--- config.mk ---
export PLATFORM = sky130hd
export DESIGN_NAME = shifting_array_table_top
export DESIGN_NICKNAME = d
export VERILOG_FILES = /design/src/sv/sat_pkg.sv /design/src/sv/sat_ram.sv /design/src/sv/shifting_array_table_top.sv
export SDC_FILE = /design/constraint.sdc
export NUM_CORES = 2
export LEC_CHECK = 0
export BUFFER_PORTS_ARGS = -buffer_cell sky130_fd_sc_hd__buf_2
export CORE_ASPECT_RATIO = 2
export CORE_MARGIN = 5
export CORE_UTILIZATION = 35
export DETAILED_ROUTE_END_ITERATION = 10
export SLEW_MARGIN = 10
export SYNTH_ARGS = -nofsm -noshare
export SYNTH_HDL_FRONTEND = slang
export SYNTH_SLANG_ARGS = --single-unit
--- constraint.sdc ---
create_clock -name i_clk -period 7.37 [get_ports i_clk]
set_input_delay 0.3685 -clock i_clk [delete_from_list [all_inputs] [get_ports i_clk]]
set_output_delay 0.3685 -clock i_clk [all_outputs]
set_load 0.02 [all_outputs]
--- src/sv/sat_pkg.sv ---
`timescale 1ns / 1ps
// ----------------------------------------------------------------------------
// sat_pkg
// shared types and constants of the shifting array table: item structs,
// command and status codes, default sizes
// ----------------------------------------------------------------------------
package sat_pkg;

    localparam int DEF_CAPACITY   = 128;
    localparam int DEF_DATA_WIDTH = 32;

    typedef enum logic [2:0] {
        CMD_CLEAR  = 3'd0,
        CMD_APPEND = 3'd1,
        CMD_INSERT = 3'd2,
        CMD_DELETE = 3'd3,
        CMD_SEARCH = 3'd4,
        CMD_READ   = 3'd5
    } t_cmd;

    typedef enum logic [1:0] {
        ST_OK    = 2'd0,
        ST_EMPTY = 2'd1,
        ST_RANGE = 2'd2,
        ST_FULL  = 2'd3
    } t_status;

    typedef struct packed {
        logic [2:0]         cmd;
        logic [7:0]         slot;
        logic signed [31:0] word;
    } t_in_item;

    typedef struct packed {
        logic [1:0]         status;
        logic               found;
        logic [6:0]         position;
        logic signed [31:0] data_out;
        logic [7:0]         count;
    } t_out_item;

endpackage

--- src/sv/sat_ram.sv ---
`timescale 1ns / 1ps
// ----------------------------------------------------------------------------
// sat_ram
// simple dual-port synchronous ram, one write and one read port, registered
// read data
// ----------------------------------------------------------------------------
module sat_ram #(
    parameter int DEPTH = sat_pkg::DEF_CAPACITY,
    parameter int WIDTH = sat_pkg::DEF_DATA_WIDTH
) (
    input  logic                     i_clk,
    input  logic                     i_wr_en,
    input  logic [$clog2(DEPTH)-1:0] i_wr_addr,
    input  logic [WIDTH-1:0]         i_wr_data,
    input  logic                     i_rd_en,
    input  logic [$clog2(DEPTH)-1:0] i_rd_addr,
    output logic [WIDTH-1:0]         o_rd_data
);

    logic [WIDTH-1:0] r_mem [DEPTH];
    logic [WIDTH-1:0] r_rd_data;

    always_ff @(posedge i_clk) begin
        if (i_wr_en) begin
            r_mem[i_wr_addr] <= i_wr_data;
        end
    end

    always_ff @(posedge i_clk) begin
        if (i_rd_en) begin
            r_rd_data <= r_mem[i_rd_addr];
        end
    end

    assign o_rd_data = r_rd_data;

endmodule

--- src/sv/shifting_array_table_top.sv ---
`timescale 1ns / 1ps
// ----------------------------------------------------------------------------
// shifting_array_table_top
// packed table of signed words with clear, append, insert, delete, search
// and read commands, one result item per command item
// ----------------------------------------------------------------------------
// The table lives in one simple dual-port RAM of CAPACITY words; a register
// holds the count of entries in use. One command item is taken at a time and
// gives exactly one result item. Insert and delete move the tail one entry
// per cycle through the RAM (read one entry, write it one place up or down
// in the next cycle). A search reads entries from index 0 one per cycle and
// stops at the first hit. The single RAM read and write port sets that pace.
// The result sits in an output register, so the next item is taken while a
// finished result still waits for the output side.
// ----------------------------------------------------------------------------
module shifting_array_table_top #(
    parameter int CAPACITY   = sat_pkg::DEF_CAPACITY,
    parameter int DATA_WIDTH = sat_pkg::DEF_DATA_WIDTH
) (
    input  logic                i_clk,
    input  logic                i_rst_n,
    // command side
    input  logic                i_in_valid,
    output logic                o_in_stall,
    input  sat_pkg::t_in_item   i_in_item,
    // result side
    output logic                o_out_valid,
    input  logic                i_out_stall,
    output sat_pkg::t_out_item  o_out_item
);

    import sat_pkg::*;

    // counters hold 0..CAPACITY, ram addresses 0..CAPACITY-1
    localparam int UW = $clog2(CAPACITY + 1);
    localparam int AW = $clog2(CAPACITY);
    // common width for comparing the 8-bit slot with the count
    localparam int CW = (UW > 8) ? UW : 8;

    // controller states, one-hot
    typedef enum logic [3:0] {
        S_IDLE = 4'b0001,   // waiting for a command item
        S_EXEC = 4'b0010,   // checks and single-step commands
        S_WALK = 4'b0100,   // ram walk for insert, delete, search, read
        S_DONE = 4'b1000    // hand the result to the output register
    } t_state;

    t_state                 r_state, n_state;
    logic [2:0]             r_cmd, n_cmd;
    logic [7:0]             r_slot, n_slot;
    logic [DATA_WIDTH-1:0]  r_word, n_word;     // word in stored form
    logic [UW-1:0]          r_used, n_used;
    logic [UW-1:0]          r_ptr, n_ptr;       // walk pointer: next ram address to read, for insert one above it
    logic [UW-1:0]          r_tag, n_tag;       // address of data in flight
    logic                   r_pend, n_pend;     // ram read data is valid
    logic [1:0]             r_status, n_status;
    logic                   r_found, n_found;
    logic [6:0]             r_pos, n_pos;
    logic signed [31:0]     r_data, n_data;
    logic                   r_out_valid, n_out_valid;
    t_out_item              r_out, n_out;

    // ram port signals
    logic                   wr_en;
    logic [AW-1:0]          wr_addr;
    logic [DATA_WIDTH-1:0]  wr_data;
    logic                   rd_en;
    logic [AW-1:0]          rd_addr;
    logic [DATA_WIDTH-1:0]  rd_data;

    // helpers
    logic                   in_accept;
    logic                   out_free;
    logic [CW-1:0]          slot_cmp;
    logic [CW-1:0]          used_cmp;
    logic [UW-1:0]          slot_u;
    logic                   is_empty;
    logic                   is_full;

    sat_ram #(
        .DEPTH (CAPACITY),
        .WIDTH (DATA_WIDTH)
    ) u_ram (
        .i_clk     (i_clk),
        .i_wr_en   (wr_en),
        .i_wr_addr (wr_addr),
        .i_wr_data (wr_data),
        .i_rd_en   (rd_en),
        .i_rd_addr (rd_addr),
        .o_rd_data (rd_data)
    );

    assign in_accept = i_in_valid && (r_state == S_IDLE);
    // the output register can take a new result this cycle
    assign out_free  = !r_out_valid || !i_out_stall;

    assign slot_cmp = CW'(r_slot);
    assign used_cmp = CW'(r_used);
    // only used once the slot is known to lie below or at the count
    assign slot_u   = UW'(r_slot);
    assign is_empty = (r_used == '0);
    assign is_full  = (r_used == UW'(CAPACITY));

    always_comb begin
        n_state     = r_state;
        n_cmd       = r_cmd;
        n_slot      = r_slot;
        n_word      = r_word;
        n_used      = r_used;
        n_ptr       = r_ptr;
        n_tag       = r_tag;
        n_pend      = r_pend;
        n_status    = r_status;
        n_found     = r_found;
        n_pos       = r_pos;
        n_data      = r_data;
        n_out_valid = r_out_valid;
        n_out       = r_out;

        wr_en   = 1'b0;
        wr_addr = AW'(r_used);
        wr_data = r_word;
        rd_en   = 1'b0;
        rd_addr = AW'(r_ptr);

        // result leaves when the output side takes it
        if (r_out_valid && !i_out_stall) begin
            n_out_valid = 1'b0;
        end

        case (r_state)
            S_IDLE: begin
                if (in_accept) begin
                    n_cmd   = i_in_item.cmd;
                    n_slot  = i_in_item.slot;
                    // sign-extend or cut the 32-bit word to the stored width
                    n_word  = DATA_WIDTH'(i_in_item.word);
                    n_state = S_EXEC;
                end
            end

            S_EXEC: begin
                n_status = ST_OK;
                n_found  = 1'b0;
                n_pos    = '0;
                n_data   = '0;
                n_pend   = 1'b0;
                n_state  = S_DONE;
                case (r_cmd)
                    CMD_CLEAR: begin
                        n_used = '0;
                    end
                    CMD_APPEND: begin
                        if (is_full) begin
                            n_status = ST_FULL;
                        end else begin
                            // new word goes right after the last entry
                            wr_en   = 1'b1;
                            wr_addr = AW'(r_used);
                            wr_data = r_word;
                            n_used  = r_used + UW'(1);
                        end
                    end
                    CMD_INSERT: begin
                        if (is_empty) begin
                            n_status = ST_EMPTY;
                        end else if (is_full) begin
                            n_status = ST_FULL;
                        end else if (slot_cmp > used_cmp) begin
                            n_status = ST_RANGE;
                        end else begin
                            // shift the tail up, starting at the top
                            n_ptr   = r_used;
                            n_state = S_WALK;
                        end
                    end
                    CMD_DELETE: begin
                        if (is_empty) begin
                            n_status = ST_EMPTY;
                        end else if (slot_cmp >= used_cmp) begin
                            n_status = ST_RANGE;
                        end else begin
                            // shift the tail down, starting above the hole
                            n_ptr   = slot_u + UW'(1);
                            n_state = S_WALK;
                        end
                    end
                    CMD_SEARCH: begin
                        if (is_empty) begin
                            n_status = ST_EMPTY;
                        end else begin
                            n_ptr   = '0;
                            n_state = S_WALK;
                        end
                    end
                    CMD_READ: begin
                        if (is_empty) begin
                            n_status = ST_EMPTY;
                        end else if (slot_cmp >= used_cmp) begin
                            n_status = ST_RANGE;
                        end else begin
                            rd_en   = 1'b1;
                            rd_addr = AW'(slot_u);
                            n_tag   = slot_u;
                            n_pend  = 1'b1;
                            n_state = S_WALK;
                        end
                    end
                    default: begin
                        // unknown codes only report the count
                    end
                endcase
            end

            S_WALK: begin
                case (r_cmd)
                    CMD_INSERT: begin
                        // write back the entry read last cycle, one place up
                        if (r_pend) begin
                            wr_en   = 1'b1;
                            wr_addr = AW'(r_tag + UW'(1));
                            wr_data = rd_data;
                        end else if (r_ptr == slot_u) begin
                            // tail moved, drop the new word into the gap
                            wr_en   = 1'b1;
                            wr_addr = AW'(slot_u);
                            wr_data = r_word;
                            n_used  = r_used + UW'(1);
                            n_state = S_DONE;
                        end
                        if (r_ptr > slot_u) begin
                            rd_en   = 1'b1;
                            rd_addr = AW'(r_ptr - UW'(1));
                            n_tag   = r_ptr - UW'(1);
                            n_ptr   = r_ptr - UW'(1);
                            n_pend  = 1'b1;
                        end else begin
                            n_pend  = 1'b0;
                        end
                    end
                    CMD_DELETE: begin
                        // write back the entry read last cycle, one place down
                        if (r_pend) begin
                            wr_en   = 1'b1;
                            wr_addr = AW'(r_tag - UW'(1));
                            wr_data = rd_data;
                        end
                        if (r_ptr < r_used) begin
                            rd_en   = 1'b1;
                            rd_addr = AW'(r_ptr);
                            n_tag   = r_ptr;
                            n_ptr   = r_ptr + UW'(1);
                            n_pend  = 1'b1;
                        end else begin
                            n_pend  = 1'b0;
                            if (!r_pend) begin
                                n_used  = r_used - UW'(1);
                                n_state = S_DONE;
                            end
                        end
                    end
                    CMD_SEARCH: begin
                        if (r_pend && (rd_data == r_word)) begin
                            // first hit ends the scan
                            n_found = 1'b1;
                            n_pos   = 7'(r_tag);
                            n_state = S_DONE;
                        end else if (r_ptr < r_used) begin
                            rd_en   = 1'b1;
                            rd_addr = AW'(r_ptr);
                            n_tag   = r_ptr;
                            n_ptr   = r_ptr + UW'(1);
                            n_pend  = 1'b1;
                        end else begin
                            n_pend  = 1'b0;
                            if (!r_pend) begin
                                n_state = S_DONE;
                            end
                        end
                    end
                    CMD_READ: begin
                        // widen the stored word back to 32 bits
                        n_data  = 32'(signed'(rd_data));
                        n_state = S_DONE;
                    end
                    default: begin
                        n_state = S_DONE;
                    end
                endcase
            end

            S_DONE: begin
                if (out_free) begin
                    n_out_valid     = 1'b1;
                    n_out.status    = r_status;
                    n_out.found     = r_found;
                    n_out.position  = r_pos;
                    n_out.data_out  = r_data;
                    n_out.count     = 8'(r_used);
                    n_state         = S_IDLE;
                end
            end

            default: begin
                n_state = S_IDLE;
            end
        endcase

        // read data only counts while walking
        if (n_state != S_WALK) begin
            n_pend = 1'b0;
        end
    end

    // control state
    always_ff @(posedge i_clk) begin
        if (!i_rst_n) begin
            r_state     <= S_IDLE;
            r_used      <= '0;
            r_pend      <= 1'b0;
            r_out_valid <= 1'b0;
        end else begin
            r_state     <= n_state;
            r_used      <= n_used;
            r_pend      <= n_pend;
            r_out_valid <= n_out_valid;
        end
    end

    // payload, no reset needed
    always_ff @(posedge i_clk) begin
        r_cmd    <= n_cmd;
        r_slot   <= n_slot;
        r_word   <= n_word;
        r_ptr    <= n_ptr;
        r_tag    <= n_tag;
        r_status <= n_status;
        r_found  <= n_found;
        r_pos    <= n_pos;
        r_data   <= n_data;
        r_out    <= n_out;
    end

    assign o_in_stall  = (r_state != S_IDLE);
    assign o_out_valid = r_out_valid;
    assign o_out_item  = r_out;

    // count never passes the table size
    a_used_bound: assert property (@(posedge i_clk) disable iff (!i_rst_n)
        r_used <= UW'(CAPACITY))
        else $error("entry count above capacity");

    // ram read data is only tracked during a walk
    a_pend_walk: assert property (@(posedge i_clk) disable iff (!i_rst_n)
        r_pend |-> (r_state == S_WALK))
        else $error("read data pending outside a walk");

    // a fresh result reports the current count
    a_out_count: assert property (@(posedge i_clk) disable iff (!i_rst_n)
        $rose(r_out_valid) |-> (r_out.count == 8'(r_used)))
        else $error("result count differs from table count");

    // a search hit is an ok result inside the table
    a_hit_ok: assert property (@(posedge i_clk) disable iff (!i_rst_n)
        ($rose(r_out_valid) && r_out.found) |->
            ((r_out.status == ST_OK) && (UW'(r_out.position) < r_used)))
        else $error("search hit with bad status or position");

endmodule
Yosys cells after proc, flatten, opt, wreduce, memory -nomap -nowiden
Memory sizes are Yosys's and may differ from the RTL's. A register that Yosys moved wholly into a read port is not among the register bits.
Index checks and enable logic that the tools add are counted.
W data, S select, Z words.
{ "totals": {"reg_bits": 165, "ram_bits": 4096, "input_bits": 47, "out_inout_bits": 52, "word_cells": 184, "memories": 1} }
{ "memory_table": {"columns": ["name", "depth", "word_bits", "rd", "rd_clocked_by_memory_dff", "wr", "line_no", "rtl"], "rows": [
  ["u_ram.r_mem", 128, 32, 1, 1, 1, "sat_ram.sv:20", "logic [WIDTH-1:0] r_mem [DEPTH];"]
]} }
{ "op_classes": {"n_addsub": 7, "n_lt_le_gt_ge": 4, "eq_ne": 37, "n_mux": 96, "bitwise": 1, "reduce_logical": 20} }
{ "op_table": {"columns": ["cell", "count"], "rows": [
  ["$mux W8", 19],
  ["$mux W32", 4],
  ["$pmux W8 S2", 5],
  ["$mux W7", 11],
  ["$pmux W8 S3", 3],
  ["$pmux W32 S2", 1],
  ["$mux W4", 13],
  ["$pmux W7 S2", 3],
  ["$ne A3 B3 Y1 const B", 13],
  ["$eq A32 B32 Y1", 1],
  ["$add A8 B1 Y8 const B", 3],
  ["$pmux W4 S3", 2],
  ["$mux W1", 20],
  ["$gt A8 B8 Y1", 2],
  ["$pmux W4 S4", 1],
  ["$sub A8 B1 Y8 const B", 2],
  ["$mux W2", 6],
  ["$reduce_and A11 Y1", 1],
  ["$ne A2 B2 Y1 const B", 5],
  ["$pmux W1 S2", 5],
  ["$eq A8 B8 Y1", 1],
  ["$eq A8 B8 Y1 const B", 1],
  ["$ge A8 B8 Y1", 1],
  ["$logic_not A8 Y1", 1],
  ["29 further kinds", 41]
]} }

Longest topological paths before layout
{ "depth": {"word_depth": 8, "depth_mapped": 19, "mapped_depth_nobuf": 14} }

By module
A second synthesis with hierarchy kept.
{ "unflattened": {"hier_cells": 6732, "hier_area_um2": 165112.1} }
{ "by_module_without_submodules": {"columns": ["module", "n_inst", "cells_each", "area_each_um2", "seq_area_each_um2"], "rows": [
  ["sat_ram", 1, 5984, 156566.4, 123958.9],
  ["shifting_array_table_top", 1, 748, 8545.7, 4784.6]
]} }

Worst setup path before layout
Ideal clock, no wire load.
{ "synth_timing": {"kind": "reg2reg", "start": "register r_slot[2]", "end": "memory u_ram.r_mem[22][0] in the netlist's numbering, enable pin", "setup_ns": 0.421, "t_arrival_ns": 4.257, "required_time_ns": 6.949, "slack_ns": 2.692, "stages_incl_launch_ff": 18, "path_buffers": 4, "synth_period_minus_slack_ns": 4.678, "path_cell_list": "edfxtp_1 clkbuf_1 inv_1 ha_1 nand4_1 nor2_1 clkbuf_1 nor2_1 a21oi_1 o21a_1 a22oi_1 o22ai_1 a21oi_1 clkbuf_1 nand2b_1 nand2b_1 clkbuf_1 nor2_1"} }
{ "synth_between": {"elab_chain_cells": 7, "word_cells_on_any_way": 11, "cone_classes": "eq/ne (1); mux (10)"} }
{ "synth_rtl": {"columns": ["element", "line_no", "rtl"], "rows": [
  ["start: declaration", "shifting_array_table_top.sv:50", "logic [7:0] r_slot, n_slot;"],
  ["start signal: assignment", "shifting_array_table_top.sv:333", "r_slot <= n_slot;"],
  ["$eq A8 B8 Y1", "shifting_array_table_top.sv:223", "end else if (r_ptr == slot_u) begin"],
  ["$mux W1", "shifting_array_table_top.sv:223", null],
  ["$mux W1", "shifting_array_table_top.sv:219", "if (r_pend) begin"],
  ["$pmux W1 S2", "shifting_array_table_top.sv:216", "case (r_cmd)"],
  ["$pmux W1 S2", "shifting_array_table_top.sv:131", "case (r_state)"],
  ["$mux W1", "sat_ram.sv:24", "if (i_wr_en) begin"],
  ["$mux W1 (implied by the code)", "sat_ram.sv:25", "r_mem[i_wr_addr] <= i_wr_data;"],
  ["end: declaration", "sat_ram.sv:20", null]
]} }
Several ways; a longest one is shown, not always the timed one.

Worst setup path after layout
{ "layout_timing": {"start": "register r_slot[6]", "end": "register u_ram.r_rd_data[24] (netlist: u_ram.o_rd_data[24]) (read register of u_ram.r_mem), data pin"} }
{ "layout_between": {"elab_chain_cells": 5, "word_cells_on_any_way": 14, "cone_classes": "order compare (2); mux (12)"} }
{ "layout_rtl": {"columns": ["element", "line_no", "rtl"], "rows": [
  ["$ge A8 B8 Y1", "shifting_array_table_top.sv:199", "end else if (slot_cmp >= used_cmp) begin"],
  ["$mux W7 / $mux W1 (equally long branches)", "shifting_array_table_top.sv:199", null],
  ["$mux W7 / $mux W1 (equally long branches)", "shifting_array_table_top.sv:197", "if (is_empty) begin"],
  ["$mux W7 / $mux W1 (equally long branches)", "shifting_array_table_top.sv:149", "case (r_cmd)"],
  ["$pmux W7 S2 / $pmux W1 S2 (equally long branches)", "shifting_array_table_top.sv:131", null],
  ["end: declaration", "sat_ram.sv:21", "logic [WIDTH-1:0] r_rd_data;"]
]} }
Several ways; a longest one is shown, not always the timed one.
A chain may end at the register's enable or synchronous reset.

==> flow_summary.json <==
{
  "outcome": "finished with violations",
  "violations": "max-capacitance violations, max-slew violations",
  "finalHoldViolCount": 0,
  "skew_ns": 0.0926,
  "p_seq_frac": 0.565,
  "critPathCaptureType": "flip-flop",
  "rr_startpoint": "r_slot[6]$_DFFE_PP_",
  "clkSinkCount": 4292,
  "filler_cell_count": 42700,
  "hold_path_startpoint": "i_in_item[30]",
  "port_buffers": 98,
  "worst-path-max-fanout": 58,
  "via_per_inst": 5.59,
  "first_pass_iters": 7,
  "rrSetupSlack_ns": 0.20,
  "syn_area_sq_um": 168000,
  "p_comb_frac": 0.036,
  "slew_headroom": -0.00824,
  "async_reset_ff_frac": 0,
  "grt_max_degree": 152,
  "clk_pin_slew_ns": 0.08,
  "power_frac_clock": 0.399,
  "max_freq_mhz": 139,
  "num_rows": 359,
  "yosysSeqAreaShare": 0.768,
  "drive_gt1_frac": 0.136,
  "area_delta_synth_final_pct": 14.7,
  "synth_enable_flop_cells": 4278,
  "peakVddDrop_uv": 201,
  "tightest_slew_ns": 1.51,
  "cellLeakagePower_nw": 64.5,
  "syn_nets": 10500,
  "grt_setup_unrepaired": "false",
  "core_area_sq_um": 477000,
  "cts_htree_levels": 5,
  "dieArea_sq_um": 494000,
  "routed_wirelength_um": 551000,
  "yosys_warnings": 0,
  "grt_pass1_vias": 96900,
  "drv_slew": 9,
  "switching_power_mw": 10.2,
  "synth_cell_type_count": 80,
  "required_ns": 8.09,
  "cap_viol_max_count": 1,
  "synth_area_leaders": "edfxtp_1, mux2i_1, nand2_1",
  "clock_path_buffers": 4,
  "holdPathEnd": "r_word[30]$_DFFE_PP_",
  "critPathKind": "flip-flop to flip-flop",
  "synth_common_cells": "edfxtp_1, nand2_1, mux2i_1, o22ai_1, nand3_1",
  "whs_path_depth": 2,
  "avgSynthCellArea_sq_um": 16.1,
  "synth-main-ff-cell": "edfxtp_1",
  "vias": 98200,
  "wl_per_cell_um": 31.4,
  "worstSkewPairLatency_ns": 1.07,
  "hp-class": "input pin to flip-flop",
  "io_pins": 99,
  "p_per_area_nw_per_um2": 249,
  "setup_viol": 0,
  "switching_share": 0.213,
  "setup_slack_ns": 0.196,
  "synth-seq-cells": 4292,
  "r2r-end": "u_ram.o_rd_data[24]$_DFFE_PP_",
  "yosysMostFrequentCell": "edfxtp_1",
  "dp_hpwl_um": 338000,
  "tns_ns": 0,
  "die_w_um": 499,
  "synth_top_area_frac": 0.766,
  "grt_use_total": 0.215,
  "gp_congestion": 0.915,
  "worst_r2r_path_depth": 15,
  "root_buffer": "clkbuf_16",
  "grt_pass1_wl_um": 756000,
  "antenna_found_initial": 26,
  "post-place-ws_ns": 0.0806,
  "final_nets": 11000,
  "post-route-drc-count": 0,
  "drt_iter0_drc": 10800,
  "initial_utilization": 0.351,
  "fp.dieH_um": 989,
  "numCtsBuffers": 342,
  "synth_area_leader_cell": "edfxtp_1",
  "synthCells": 10400,
  "cts_tree": "built",
  "crit_arrival_ns": 7.90,
  "fin_crit_ns": 7.17,
  "startpoint_type": "flip-flop",
  "ant_nets": 0,
  "fin_crit_sh": 0.973,
  "intPower_mw": 37.7,
  "overflow": 0
}
[worst max path at each step]
stage,startpoint,endpoint,slack (ns),cells after the start
after floorplan,r_slot[2]$_DFFE_PP_,u_ram.r_mem[22][0]$_DFFE_PP_,2.69,17
final,r_slot[6]$_DFFE_PP_,u_ram.o_rd_data[24]$_DFFE_PP_,0.20,15
after detailed placement,r_slot[6]$_DFFE_PP_,u_ram.o_rd_data[1]$_DFFE_PP_,0.08,18
after CTS,r_slot[6]$_DFFE_PP_,u_ram.o_rd_data[22]$_DFFE_PP_,0.04,15
after global placement,r_slot[6]$_DFFE_PP_,u_ram.o_rd_data[28]$_DFFE_PP_,0.008,15
after global routing,r_used[4]$_SDFFE_PN0P_,u_ram.o_rd_data[22]$_DFFE_PP_,0.33,16
[layout by cell type, fill, tap and decap left out, drive strengths merged, types with 14 or more instances in the layout]
cell type	netlist	routed
clkinv	1	134
nand2	1418	1418
a31oi	91	91
nor2	200	200
and3	92	92
a22oi	37	37
nand4	34	34
bufinv	0	44
dlygate4sd3	0	48
a32oi	61	61
a32o	22	22
edfxtp	4278	4278
and2	45	45
nor3	57	57
nor4	192	192
a221oi	47	47
xor2	38	38
inv	27	45
o22ai	728	728
dfxtp	14	14
a21oi	268	268
o21ai	50	50
nand3	467	467
mux2	33	33
xnor2	25	25
mux2i	1366	1366
diode	0	41
ha	30	30
o31ai	23	23
clkbuf	261	402
buf	378	731
clkinvlp	0	25
[critical path, cell delays in order (launching register included)]
cell,delay (ns)
edfxtp_1,0.53
inv_1,0.16
ha_1,0.33
nand4_1,0.20
nor2_1,0.63
a2111o_1,0.32
o21ai_0,0.21
a31oi_4,0.89
a21oi_2,0.23
nand2_8,0.67
buf_4,0.38
o22ai_1,0.20
nor4_1,0.85
o22ai_1,0.33
nor3_1,0.77
a21oi_1,0.10
[kinds of logic (layout without fill, tap and decap cells)]
family / count (synthesis) / after routing / synth area share
AOI/OAI and AO/OA: 1414 / 1414 / 0.0543
muxes: 1401 / 1401 / 0.0840
adders and majority gates: 30 / 30 / 0.00224
other: 0 / 41 / 0
buffers and inverters: 667 / 1429 / 0.0200
DFF: 4292 / 4292 / 0.768
and+or+nand+nor: 2568 / 2568 / 0.0685
xor gates and xnor gates: 63 / 63 / 0.00329
[power by group through the flow]
| stage | Combinational, mW | Sequential [mW] | Clock (mW) |
|---|---|---|---|
| 2_1_floorplan | 0.823 | 27.6 | 0 |
| 3_3_place_gp | 1.67 | 27.6 | 0 |
| 3_5_place_dp | 1.69 | 27.6 | 0 |
| 4_1_cts | 1.72 | 27.1 | 19.3 |
| 5_1_grt | 1.80 | 27.0 | 20.2 |
| 6_report | 1.75 | 27.1 | 19.1 |
[layer usage]
| layer | GRT usage | up-vias | share of wire |
|---|---|---|---|
| li1 | - | 41700 | - |
| met1 | 0.225 | 50700 | 0.32 |
| met2 | 0.374 | 4537 | 0.50 |
| met3 | 0.0288 | 1314 | 0.066 |
| met4 | 0.197 | 4 | 0.11 |
| met5 | 0 | - | 0.000036 |
[cell type report]
| type | count | area (sq um) | area share |
|---|---|---|---|
| diodes | 41 | 103 | 0.000533 |
| clock buffers | 402 | 8890 | 0.0462 |
| clock inverters | 220 | 2430 | 0.0126 |
| inverters | 28 | 105 | 0.000546 |
| multi-input cells | 5476 | 37500 | 0.195 |
| flip-flops and latches | 4292 | 129000 | 0.669 |
| well taps | 6317 | 7900 | 0.0411 |
| repair buffers | 779 | 6730 | 0.0350 |
[stage by stage]
| step | std cells | cell area, sq um | hold slack [ns] | utilization | power [mW] |
|---|---|---|---|---|---|
| after floorplan | 10400 | 168000 | 0.400 | - | 28.4 |
| after global routing | 17500 | 192000 | 0.0565 | 0.403 | 49.1 |
| after global placement | 16800 | 180000 | 0.401 | 0.378 | 29.3 |
| after CTS | 17500 | 192000 | 0.0627 | 0.403 | 48.1 |
| after detailed placement | 16800 | 180000 | 0.405 | 0.378 | 29.3 |
| final | 17600 | 192000 | 0.0691 | 0.403 | 47.9 |
[registers in the layout, indices dropped and copies added, names as in the netlist, 8 cells and up]
name and count:
r_data 32, r_slot 8, u_ram.r_mem 4096, u_ram.o_rd_data 32, r_word 32, r_used 8
o_out_item 50, r_ptr 8
[repair_timing]
item                                    4_1_cts  5_1_grt
buffers inserted                              0        5
endpoints found under the setup margin        0        3
hold buffers                                 48        0
gates resized for setup                       0        0
endpoints found under the hold margin        55        0
Power figures use the tool's default switching activity.
